[src/sv/atts_pkg.sv]
`timescale 1ns / 1ps

package atts_pkg;

   // field widths fixed by the interface
   localparam int MINUTE_W = 11;
   localparam int INDEX_W  = 4;
   localparam int COUNT_W  = 5;

   localparam int MAX_EVENTS_DEFAULT = 16;

   localparam logic [MINUTE_W-1:0] MINUTES_PER_DAY = MINUTE_W'(24 * 60);

   // request kinds
   localparam logic REQ_WRITE = 1'b0;
   localparam logic REQ_QUERY = 1'b1;

   typedef struct packed {
      logic [MINUTE_W-1:0] span_start;
      logic [MINUTE_W-1:0] span_stop;
      logic                all_day;
   } entry_type;

   // controller to datapath
   typedef struct packed {
      logic write_en;
      logic start;
      logic issue;
      logic load_rsp;
   } cmd_type;

   // datapath to controller
   typedef struct packed {
      logic skip;
      logic last_issue;
   } status_type;

endpackage

[src/sv/atts_datapath.sv]
`timescale 1ns / 1ps

module atts_datapath #(
   parameter int MAX_EVENTS = atts_pkg::MAX_EVENTS_DEFAULT
) (
   input  logic                         clock,
   input  logic                         reset,
   input  atts_pkg::cmd_type            cmd,
   output atts_pkg::status_type         status,
   input  logic [atts_pkg::INDEX_W-1:0]  req_entry_index,
   input  logic [atts_pkg::MINUTE_W-1:0] req_start_minute,
   input  logic [atts_pkg::MINUTE_W-1:0] req_end_minute,
   input  logic                         req_all_day,
   input  logic [atts_pkg::MINUTE_W-1:0] req_query_minute,
   input  logic [atts_pkg::COUNT_W-1:0]  req_entry_count,
   output logic                         rsp_found,
   output logic [atts_pkg::INDEX_W-1:0]  rsp_target_index
);
   import atts_pkg::*;

   localparam int IDX_W = (MAX_EVENTS > 1) ? $clog2(MAX_EVENTS) : 1;
   localparam int CNT_W = $clog2(MAX_EVENTS + 1);
   localparam int CMP_W = (CNT_W > COUNT_W) ? CNT_W : COUNT_W;
   localparam logic [CMP_W-1:0] MaxCmp = CMP_W'(MAX_EVENTS);

   entry_type event_mem [MAX_EVENTS];

   entry_type             rd_data_ff;
   logic [CNT_W-1:0]      rd_ptr_ff;
   logic [CNT_W-1:0]      limit_ff;
   logic [CMP_W-1:0]      limit_cmp;
   logic [MINUTE_W-1:0]   minute_ff;
   logic                  eval_valid_ff;
   logic [INDEX_W-1:0]    eval_idx_ff;
   logic                  have_in_ff;
   logic                  have_later_ff;
   logic [INDEX_W-1:0]    in_idx_ff;
   logic [INDEX_W-1:0]    later_idx_ff;
   logic                  found_ff;
   logic [INDEX_W-1:0]    target_ff;
   logic                  write_ok;
   logic                  hit_in;
   logic                  hit_later;

   // saturate the count to the table depth
   always_comb begin
      limit_cmp = CMP_W'(req_entry_count);
      if (limit_cmp > MaxCmp) begin
         limit_cmp = MaxCmp;
      end
   end

   assign write_ok = CMP_W'(req_entry_index) < MaxCmp;

   assign status.skip       = (req_query_minute >= MINUTES_PER_DAY) || (limit_cmp == '0);
   assign status.last_issue = rd_ptr_ff == (limit_ff - CNT_W'(1));

   assign hit_in = eval_valid_ff && !rd_data_ff.all_day && !have_in_ff
                   && (rd_data_ff.span_start <= minute_ff)
                   && (minute_ff < rd_data_ff.span_stop);
   assign hit_later = eval_valid_ff && !rd_data_ff.all_day && !have_later_ff
                      && (rd_data_ff.span_start > minute_ff);

   // table storage, one write and one registered read port
   always_ff @(posedge clock) begin
      if (cmd.write_en && write_ok) begin
         event_mem[IDX_W'(req_entry_index)] <= '{span_start: req_start_minute,
                                                span_stop:  req_end_minute,
                                                all_day:    req_all_day};
      end
      if (cmd.issue) begin
         rd_data_ff <= event_mem[rd_ptr_ff[IDX_W-1:0]];
      end
   end

   always_ff @(posedge clock) begin
      if (reset) begin
         eval_valid_ff <= 1'b0;
      end else begin
         eval_valid_ff <= cmd.issue;
      end
   end

   always_ff @(posedge clock) begin
      if (cmd.start) begin
         minute_ff     <= req_query_minute;
         limit_ff      <= CNT_W'(limit_cmp);
         rd_ptr_ff     <= '0;
         have_in_ff    <= 1'b0;
         have_later_ff <= 1'b0;
         in_idx_ff     <= '0;
         later_idx_ff  <= '0;
      end else begin
         if (cmd.issue) begin
            rd_ptr_ff   <= rd_ptr_ff + CNT_W'(1);
            eval_idx_ff <= INDEX_W'(rd_ptr_ff);
         end
         if (hit_in) begin
            have_in_ff <= 1'b1;
            in_idx_ff  <= eval_idx_ff;
         end
         if (hit_later) begin
            have_later_ff <= 1'b1;
            later_idx_ff  <= eval_idx_ff;
         end
      end
   end

   // result register, containing entry wins over a later one
   always_ff @(posedge clock) begin
      if (cmd.load_rsp) begin
         found_ff <= have_in_ff || have_later_ff;
         if (have_in_ff) begin
            target_ff <= in_idx_ff;
         end else if (have_later_ff) begin
            target_ff <= later_idx_ff;
         end else begin
            target_ff <= '0;
         end
      end
   end

   assign rsp_found        = found_ff;
   assign rsp_target_index = target_ff;

endmodule

[src/sv/atts_controller.sv]
`timescale 1ns / 1ps

module atts_controller (
   input  logic                 clock,
   input  logic                 reset,
   input  logic                 req_valid,
   output logic                 req_ready,
   input  logic                 req_type,
   output logic                 rsp_valid,
   input  logic                 rsp_ready,
   output atts_pkg::cmd_type    cmd,
   input  atts_pkg::status_type status
);
   import atts_pkg::*;

   typedef enum logic [1:0] {
      IDLE,
      SCAN,
      DRAIN,
      FINISH
   } state_type;

   state_type state_ff;
   state_type state_in;
   logic      rsp_valid_ff;
   logic      rsp_valid_in;
   logic      accept;

   assign req_ready = state_ff == IDLE;
   assign accept    = req_valid && req_ready;

   assign cmd.write_en = accept && (req_type == REQ_WRITE);
   assign cmd.start    = accept && (req_type == REQ_QUERY);
   assign cmd.issue    = state_ff == SCAN;
   assign cmd.load_rsp = (state_ff == FINISH) && (!rsp_valid_ff || rsp_ready);

   always_comb begin
      state_in     = state_ff;
      rsp_valid_in = rsp_valid_ff;
      if (rsp_ready) begin
         rsp_valid_in = 1'b0;
      end
      unique case (state_ff)
         IDLE: begin
            if (cmd.start) begin
               state_in = status.skip ? FINISH : SCAN;
            end
         end
         SCAN: begin
            if (status.last_issue) begin
               state_in = DRAIN;
            end
         end
         DRAIN: begin
            state_in = FINISH;
         end
         FINISH: begin
            if (cmd.load_rsp) begin
               rsp_valid_in = 1'b1;
               state_in     = IDLE;
            end
         end
         default: begin
            state_in = IDLE;
         end
      endcase
   end

   always_ff @(posedge clock) begin
      if (reset) begin
         state_ff     <= IDLE;
         rsp_valid_ff <= 1'b0;
      end else begin
         state_ff     <= state_in;
         rsp_valid_ff <= rsp_valid_in;
      end
   end

   assign rsp_valid = rsp_valid_ff;

endmodule

[src/sv/agenda_time_target_search_top.sv]
// agenda time target search: a table of up to MAX_EVENTS timed events (start minute,
// exclusive end minute, all-day flag) with a query that returns the first non-all-day
// entry whose span holds a given minute, or failing that the first one that starts
// later, or not found. A write transaction (req_type 0) stores one entry and gives
// no result; slots at or past MAX_EVENTS are dropped. A query transaction (req_type 1)
// gives exactly one result once the scan of n = min(entry_count, MAX_EVENTS) entries
// is done, or without a scan when n is zero or the minute is 1440 or more. The scan
// walks the event table through its single read port, one entry per cycle, both
// searches sharing that pass. The block takes one transaction at a time; a write may
// enter while the previous result still waits on rsp_ready. Entries must be written
// before a query reads them, the table is not cleared by reset.
`timescale 1ns / 1ps

module agenda_time_target_search_top #(
   parameter int MAX_EVENTS = atts_pkg::MAX_EVENTS_DEFAULT
) (
   input  logic                          clock,
   input  logic                          reset,
   // request channel
   input  logic                          req_valid,
   output logic                          req_ready,
   input  logic                          req_type,
   input  logic [atts_pkg::INDEX_W-1:0]  req_entry_index,
   input  logic [atts_pkg::MINUTE_W-1:0] req_start_minute,
   input  logic [atts_pkg::MINUTE_W-1:0] req_end_minute,
   input  logic                          req_all_day,
   input  logic [atts_pkg::MINUTE_W-1:0] req_query_minute,
   input  logic [atts_pkg::COUNT_W-1:0]  req_entry_count,
   // response channel
   output logic                          rsp_valid,
   input  logic                          rsp_ready,
   output logic                          rsp_found,
   output logic [atts_pkg::INDEX_W-1:0]  rsp_target_index
);
   import atts_pkg::*;

   cmd_type    cmd;
   status_type status;

   // sequencer: accepts transactions, walks the scan, hands off the result
   atts_controller u_ctrl (
      .clock     (clock),
      .reset     (reset),
      .req_valid (req_valid),
      .req_ready (req_ready),
      .req_type  (req_type),
      .rsp_valid (rsp_valid),
      .rsp_ready (rsp_ready),
      .cmd       (cmd),
      .status    (status)
   );

   // event table, compare logic, running matches and the result register
   atts_datapath #(
      .MAX_EVENTS (MAX_EVENTS)
   ) u_dp (
      .clock            (clock),
      .reset            (reset),
      .cmd              (cmd),
      .status           (status),
      .req_entry_index  (req_entry_index),
      .req_start_minute (req_start_minute),
      .req_end_minute   (req_end_minute),
      .req_all_day      (req_all_day),
      .req_query_minute (req_query_minute),
      .req_entry_count  (req_entry_count),
      .rsp_found        (rsp_found),
      .rsp_target_index (rsp_target_index)
   );

endmodule

[config.mk]
export PLATFORM = sky130hd
export DESIGN_NAME = agenda_time_target_search_top
export DESIGN_NICKNAME = d
export VERILOG_FILES = /design/src/sv/atts_pkg.sv /design/src/sv/atts_datapath.sv /design/src/sv/atts_controller.sv /design/src/sv/agenda_time_target_search_top.sv
export SDC_FILE = /design/constraint.sdc
export NUM_CORES = 1
export LEC_CHECK = 0
export BUFFER_PORTS_ARGS = -buffer_cell sky130_fd_sc_hd__buf_2
export CORE_MARGIN = 2
export CORE_UTILIZATION = 45
export DETAILED_ROUTE_END_ITERATION = 8
export GPL_TIMING_DRIVEN = 0
export PLACE_DENSITY = 0.67
export RECOVER_POWER = 100
export SLEW_MARGIN = 20
export SYNTH_ARGS = -nofsm -noshare
export SYNTH_HDL_FRONTEND = slang
export SYNTH_SLANG_ARGS = --single-unit
[constraint.sdc]
create_clock -name clock -period 9.5 [get_ports clock]
set_input_delay 1.9 -clock clock [delete_from_list [all_inputs] [get_ports clock]]
set_output_delay 1.9 -clock clock [all_outputs]
set_load 0.02 [all_outputs]
==> results by group, run 1 <==
Drt
  • Final wirelength: approximately 36000 um
  • DRC viols: 0
  • Drt wl/cell: between 20 and 25 um
  • Total number of vias: around 8100
  • Vias per cell: approximately 5.6
  • First-pass DRT Iterations: 5
  • Drt first-iter violations: approximately 590
  • Post-route ant nets: 0

Clocking
  • Post-CTS Hold Buffers: 0
  • Clock sinks: 435
  • CTS tree: done
  • Clock-pin slew on the worst setup and hold paths: around 60 ps
  • TritonCTS buffer count: 44
  • CTS max path bufs: 3
  • # resized after CTS: 0
  • Root buffer cell: clkbuf_16
  • Max H-tree Level: 2
  • Later-pin clock latency in the skew report: around 550 ps
  • # Post-CTS Setup Buffers: 0

Yosys
  • Sequential-to-total area share from yosys stat: 0.756
  • Synth Warn #: 0
  • Post-synth EDFFs: 416
  • Most frequent cells after synthesis: 416 x edfxtp_1, 114 x mux4_2, 32 x inv_1
  • Syn nets: 855
  • Top cell type's share of synthesized area: 0.734
  • Synthesized area: about 0.017 sq mm
  • Mean Syn Cell Area: 21.8 sq um
  • #FFs+latches synth: between 400 and 500
  • Post-synth top area cell: edfxtp_1
  • Most frequent cell after synthesis: edfxtp_1
  • Dominant cells by area after synthesis: edfxtp_1 73%, mux4_2 15%, dfxtp_1 2.2%
  • Unique masters post-synth: 46
  • Ys flop type: edfxtp_1
  • Cells after Synth: just under 800
  • Synth async-reset ratio: 0

Power
  • Total power draw: between 0.004 and 0.005 W
  • PD cells: 252 mW/mm^2
  • VDD IR max: between 0.00015 and 0.0002 V
  • Leakage: about 6.1 nW

Min path
  • Hold Path Class: flip-flop to flip-flop
  • Hold path cells: 0

Floorplanning
  • Ports: 55
  • Chip height: between 150 and 200 um
  • Die width: about 200 um
  • Num rows: a little over 70
  • Initial cell density of the core: 0.454
  • Die area: 0.0394 sq mm
  • Core area: between 0.03 and 0.04 sq mm

Cells and area
  • Reg area: 0.0129 sq mm
  • Footprint of the multi-input gates: approximately 0.0038 sq mm
  • Share of the core filled with cells: 0.514
  • Layout Area Growth over Synthesis: 13.2%
  • # diodes: 0
  • Layout cells sized above 1: 0.217
  • Fill cell count: 3046
  • Final Net Count: 980

Outcome
  • Failing checks: max-capacitance violations, max-slew violations
  • Status: complete, but fails checks

Global routing
  • Vias in the first global route: ~8300
  • First-pass GRT wire length: around 53000 um
  • Largest net degree at the start of global routing: 29
  • Initial antenna violation count: 1
  • GRT Util Overall: 0.191
  • Gr ovfl total: 0

STA
  • Final Hold Fails: 0
  • Sum of negative setup slack: 0 ps
  • Fin crit period: ~4400 ps
  • RSZ-0062 raised after global routing: no
  • Final Max Tran Viols: 14
  • Max Fclk: between 200 and 250 MHz
  • Tcrit/Tclk final: 0.466
  • Worst slew pin tran: roughly 1600 ps
  • Worst Skew: between 15 and 20 ps
  • Rel. slew slack: -0.0701
  • Hold Worst Slack: 429 ps
  • Final setup violation count: 0

Placed design
  • Routability cong.: ~0.81
  • HPWL Detailed: between 20000 and 25000 um
  • Port Buffers: 54

Setup path
  • Worst EP required: slightly below 10000 ps
  • CP top delay family: simple AND/OR/NAND/NOR gates
  • CP max stage cell: nor2_1
  • Critical Path Max Stage Delay: approximately 1200 ps
  • Worst Path Buf+Inv: 2
  • WP data arrival: 4580 ps
  • Critical path class: primary input to flip-flop
  • Crit path cell chain: clkbuf_1 > nand2_1 > nor2_1 > nand3_1 > nor2_1 > clkbuf_1
  • Setup crit end kind: flip-flop
  • Critical path depth: 6
  • Element type at the critical path start: primary input
  • Worst reg-to-reg setup slack: just under 6000 ps
  • Worst Reg-to-Reg Cells: 7
  • Worst Path Max Fanout: 13

Flow run
  • Max Cap Viol: 2
==> metal layers <==
metal | routed length, um | track usage | part of all wire | vias up
li1 | - | - | - | 3481
met1 | 16000 | 0.279 | 0.44 | 4271
met2 | 16900 | 0.295 | 0.47 | 288
met3 | 2330 | 0.0356 | 0.065 | 63
met4 | 877 | 0.0583 | 0.024 | 2
met5 | 11 | 0 | 0.00031 | -
==> cell families (layout without fill, tap and decap cells) <==
| family | after synthesis | in the layout | synth area share |
|---|---|---|---|
| compound gates | 38 | 38 | 0.0170 |
| mux | 124 | 124 | 0.158 |
| xor+xnor | 9 | 9 | 0.00463 |
| flops | 435 | 435 | 0.756 |
| buf+inv | 64 | 220 | 0.0201 |
| fa+ha+maj | 27 | 27 | 0.0199 |
| simple gates | 83 | 83 | 0.0243 |
==> final cells by class <==
cell class	instances	share of cell area
inverter	33	0.00643
tap	511	0.0332
sequential	435	0.668
multi-input combinational	281	0.197
clock buffer	49	0.0581
buffer	31	0.0113
clock inverter	28	0.00871
timing repair buffer	79	0.0164
==> final timing paths <==
path / startpoint / endpoint
setup / recovery: req_valid / u_dp.event_mem[14][12]$_DFFE_PP_
hold / removal: u_dp.rd_ptr_ff[3]$_SDFFE_PP0P_ / u_dp.eval_idx_ff[3]$_DFFE_PP_
setup reg to reg: u_ctrl.state_ff[1]$_SDFFE_PP0P_ / u_dp.event_mem[14][12]$_DFFE_PP_
hold reg to reg: u_dp.rd_ptr_ff[3]$_SDFFE_PP0P_ / u_dp.eval_idx_ff[3]$_DFFE_PP_
==> sequential cells by signal (all words and copies together), names as in the netlist <==
signal	count
u_dp.event_mem	368
u_dp.rsp_found	1
u_dp.in_idx_ff	4
u_dp.eval_valid_ff	1
u_dp.rsp_target_index	4
u_dp.limit_ff	5
u_ctrl.rsp_valid	1
u_dp.have_later_ff	1
u_dp.rd_ptr_ff	5
u_dp.eval_idx_ff	4
u_dp.rd_data_ff	23
u_dp.have_in_ff	1
u_ctrl.state_ff	2
u_dp.minute_ff	11
u_dp.later_idx_ff	4
==> power breakdown <==
part	leakage, nW	internal, W	switching [W]
combinational	1.55	0.000506	0.000544
sequential	3.92	0.00221	0.0000390
clock	0.626	0.000873	0.000685
total	6.10	0.00359	0.00127
==> metrics by stage <==
stage,setup slack (ps),instances,instance area (sq um)
3_3_place_gp,2950,1345,17900
6_report,5080,1447,19300
3_5_place_dp,5460,1370,18500
2_1_floorplan,5190,780,17000
5_1_grt,4820,1447,19300
4_1_cts,6040,1447,19800
==> cell usage in the layout, fill, tap and decap left out, types with 6 or more instances in the layout <==
cell type,instances
clkbuf_16,44
dfxtp_1,19
nand2_1,22
ha_1,27
edfxtp_1,416
clkbuf_1,85
nand2b_1,6
clkinv_1,19
inv_1,32
nor2_1,24
nor3_1,7
o21ai_0,6
buf_2,23
mux2i_1,9
nand4_1,6
mux4_2,114
nor2b_1,8
a21oi_1,9
(Power assumes the default switching activity.)
==> inputs of run 2 (changes only) <==
--- a/config.mk
+++ b/config.mk
@@ -5,6 +5,7 @@
 export SDC_FILE = /design/constraint.sdc
 export NUM_CORES = 1
 export LEC_CHECK = 0
+export ABC_AREA = 1
 export BUFFER_PORTS_ARGS = -buffer_cell sky130_fd_sc_hd__buf_2
 export CORE_MARGIN = 2
 export CORE_UTILIZATION = 45
==> constraint.sdc (replaced) <==
create_clock -name clock -period 4.3 [get_ports clock]
set_input_delay 0.86 -clock clock [delete_from_list [all_inputs] [get_ports clock]]
set_output_delay 0.86 -clock clock [all_outputs]
set_load 0.02 [all_outputs]
==> results by group, run 2 <==
Floorplanning
  • Chip height: 201 um (was 198 um)
  • Die area: 0.0403 sq mm (was 0.0394 sq mm)
  • Ports: 55 (unchanged)
  • Initial cell density of the core: 0.454 (about the same)
  • Core area: 0.0384 sq mm (was 0.0375 sq mm)
  • Num rows: 72 (was 71)
  • Die width: 201 um (was 198 um)

Yosys
  • Synth Warn #: 0 (unchanged)
  • #FFs+latches synth: 435 (unchanged)
  • Synth async-reset ratio: 0 (unchanged)
  • Post-synth top area cell: edfxtp_1 (unchanged)
  • Cells after Synth: 1323 (was 780)
  • Most frequent cells after synthesis: 416 x edfxtp_1, 239 x nor2_1, 151 x o21ai_0 (was 416 x edfxtp_1, 114 x mux4_2, 32 x inv_1)
  • Dominant cells by area after synthesis: edfxtp_1 72%, nor2_1 5.2%, o21ai_0 4.3% (was edfxtp_1 73%, mux4_2 15%, dfxtp_1 2.2%)
  • Syn nets: 1398 (was 855)
  • Top cell type's share of synthesized area: 0.717 (was 0.734)
  • Ys flop type: edfxtp_1 (unchanged)
  • Sequential-to-total area share from yosys stat: 0.739 (was 0.756)
  • Synthesized area: 0.0174 sq mm (was 0.0170 sq mm)
  • Mean Syn Cell Area: 13.2 sq um (was 21.8 sq um)
  • Most frequent cell after synthesis: edfxtp_1 (unchanged)
  • Post-synth EDFFs: 416 (unchanged)
  • Unique masters post-synth: 30 (was 46)

STA
  • Final Max Tran Viols: 34 (was 14)
  • Max Fclk: 308 MHz
  • Fin crit period: 3250 ps
  • Final setup violation count: 0 (unchanged)
  • Final Hold Fails: 0 (unchanged)
  • Rel. slew slack: -0.0646 (was -0.0701)
  • Sum of negative setup slack: 0 ps (unchanged)
  • RSZ-0062 raised after global routing: no (unchanged)
  • Worst Skew: 27.6 ps (was 17.8 ps)
  • Hold Worst Slack: 443 ps (was 429 ps)
  • Tcrit/Tclk final: 0.756
  • Worst slew pin tran: 1590 ps (was 1600 ps)

Clocking
  • Clock sinks: 435 (unchanged)
  • TritonCTS buffer count: 44 (unchanged)
  • Max H-tree Level: 2 (unchanged)
  • Later-pin clock latency in the skew report: 580 ps (was 550 ps)
  • Post-CTS Hold Buffers: 0 (unchanged)
  • # Post-CTS Setup Buffers: 0 (unchanged)
  • # resized after CTS: 0 (unchanged)
  • CTS max path bufs: 3 (unchanged)
  • Clock-pin slew on the worst setup and hold paths: 60 ps (about the same)
  • Root buffer cell: clkbuf_16 (unchanged)
  • CTS tree: done (unchanged)

Global routing
  • First-pass GRT wire length: 71400 um (was 53400 um)
  • GRT Util Overall: 0.241 (was 0.191)
  • Initial antenna violation count: 4 (was 1)
  • Largest net degree at the start of global routing: 36 (was 29)
  • Vias in the first global route: 11411 (was 8289)
  • Gr ovfl total: 0 (unchanged)

Drt
  • DRC viols: 0 (unchanged)
  • Total number of vias: 11755 (was 8105)
  • Final wirelength: 48600 um (was 36000 um)
  • Drt first-iter violations: 1591 (was 594)
  • Post-route ant nets: 0 (unchanged)
  • First-pass DRT Iterations: 5 (unchanged)
  • Drt wl/cell: 24.4 um (was 24.9 um)
  • Vias per cell: 5.90 (was 5.60)

Setup path
  • Critical Path Max Stage Delay: 1230 ps (about the same)
  • Worst EP required: 4570 ps (was 9660 ps)
  • CP max stage cell: nor2_1 (unchanged)
  • Crit path cell chain: inv_1 > ha_1 > nand2_1 > nor2_1 > nand3_1 > nor2_1 > buf_16 (was clkbuf_1 > nand2_1 > nor2_1 > nand3_1 > nor2_1 > clkbuf_1)
  • Most frequent CP cell: nor2_1
  • CP top delay family: simple AND/OR/NAND/NOR gates (unchanged)
  • Worst Path Max Fanout: 12 (was 13)
  • Element type at the critical path start: flip-flop (was primary input)
  • Worst Reg-to-Reg Cells: 7 (unchanged)
  • Setup crit end kind: flip-flop (unchanged)
  • WP data arrival: 3520 ps (was 4580 ps)
  • Worst Path Buf+Inv: 2 (unchanged)
  • Critical path depth: 7 (was 6)
  • Critical path class: flip-flop to flip-flop (was primary input to flip-flop)

Power
  • PD cells: 581 mW/mm^2 (was 252 mW/mm^2)
  • Leakage: 6.75 nW (was 6.10 nW)
  • VDD IR max: 0.000309 V (was 0.000161 V)

Cells and area
  • Most frequent cells in the layout: 416 x edfxtp_1, 239 x nor2_1, 161 x o21ai_0 (was 416 x edfxtp_1, 114 x mux4_2, 85 x clkbuf_1)
  • Share of the core filled with cells: 0.521 (was 0.514)
  • Final Cell Area: 0.0200 sq mm (was 0.0193 sq mm)
  • Biggest regs: u_dp.event_mem: 368 flops, u_dp.rd_data_ff: 23 flops, u_dp.minute_ff: 11 flops (unchanged)
  • Max reg flops: 368 (unchanged)
  • Final Net Count: 1514 (was 980)
  • Most common cell after layout, fill and taps aside: edfxtp_1 (unchanged)
  • Layout Area Growth over Synthesis: 14.8% (was 13.2%)
  • Layout cells sized above 1: 0.0965 (was 0.217)
  • Non-Filler Instances: 1991 (was 1447)
  • Largest Register: u_dp.event_mem (unchanged)

Placed design
  • HPWL Detailed: 31800 um (was 23800 um)
  • Placed cell count: 1911 (was 1370)
  • Port Buffers: 54 (unchanged)
  • Area after DPL: 0.0189 sq mm (was 0.0185 sq mm)
  • Routability cong.: 0.855 (was 0.814)

Min path
  • Hold path cells: 0 (unchanged)
  • Hold Path Class: flip-flop to flip-flop (unchanged)

Outcome
  • Failing checks: max-capacitance violations, max-slew violations (unchanged)
  • Status: complete, but fails checks (unchanged)

Flow run
  • Max Cap Viol: 3 (was 2)
## run 2: cell types whose count changed after synthesis, sizes merged, moves of 25 or more
cell / previous run / this run
buf: 16 / 52
inv: 32 / 57
mux4: 115 / 0
nand2: 22 / 103
nand3: 3 / 41
nor2: 24 / 239
o21ai: 8 / 194
o221ai: 1 / 75
## run 2: routing by layer
layer	GRT usage	wire [um]
met4	0.123	2560
met2	0.371	21700
met1	0.320	18700
met3	0.0597	5640
met5	0	0
## run 2: per-stage QoR
stage | total power [W] | worst slack (ps)
after detailed placement | 0.00813 | 1430
after global placement | 0.00803 | 4.73
after CTS | 0.0116 | 1610
after global routing | 0.0121 | 910
after floorplan | 0.00687 | 1660
final | 0.0116 | 1050
## run 2: kinds of logic after synthesis
logic type	synth area share
AND/OR/NAND/NOR	0.0911
AO/OA/AOI/OAI	0.115
buffers and inverters	0.0348
flip-flops	0.739
adder cells (fa/ha/maj)	0.0194
## run 2: report_power, final
group          switching [W]  leakage, nW  internal [W]
Combinational        0.00224         2.20      0.000819
Clock                0.00159        0.643       0.00194
Sequential         0.0000935         3.91       0.00493
Total                0.00392         6.75       0.00769
## run 2: final cells by class
type,count,area [sq um]
inverter,57,214
clock buffer,51,1170
antenna,2,5.00
tap,518,648
fill,3270,18400
buffer,78,387
clock inverter,27,134
multi-input combinational,753,3920
timing repair buffer,70,636
sequential,435,12900
## run 2: final timing paths
kind                                                    endpoint  slack, ps                       startpoint
worst max-delay path            u_dp.event_mem[13][16]$_DFFE_PP_       1050  u_ctrl.state_ff[1]$_SDFFE_PP0P_
worst max register to register  u_dp.event_mem[13][16]$_DFFE_PP_       1050  u_ctrl.state_ff[1]$_SDFFE_PP0P_
worst min-delay path               u_dp.eval_idx_ff[3]$_DFFE_PP_        440   u_dp.rd_ptr_ff[3]$_SDFFE_PP0P_
worst min register to register     u_dp.eval_idx_ff[3]$_DFFE_PP_        440   u_dp.rd_ptr_ff[3]$_SDFFE_PP0P_
## run 2: worst register-to-register path, stage by stage, from the launching register on
cell	delay [ps]
dfxtp_1	330
inv_1	110
ha_1	300
nand2_1	80
nor2_1	380
nand3_1	250
nor2_1	1230
buf_16	250
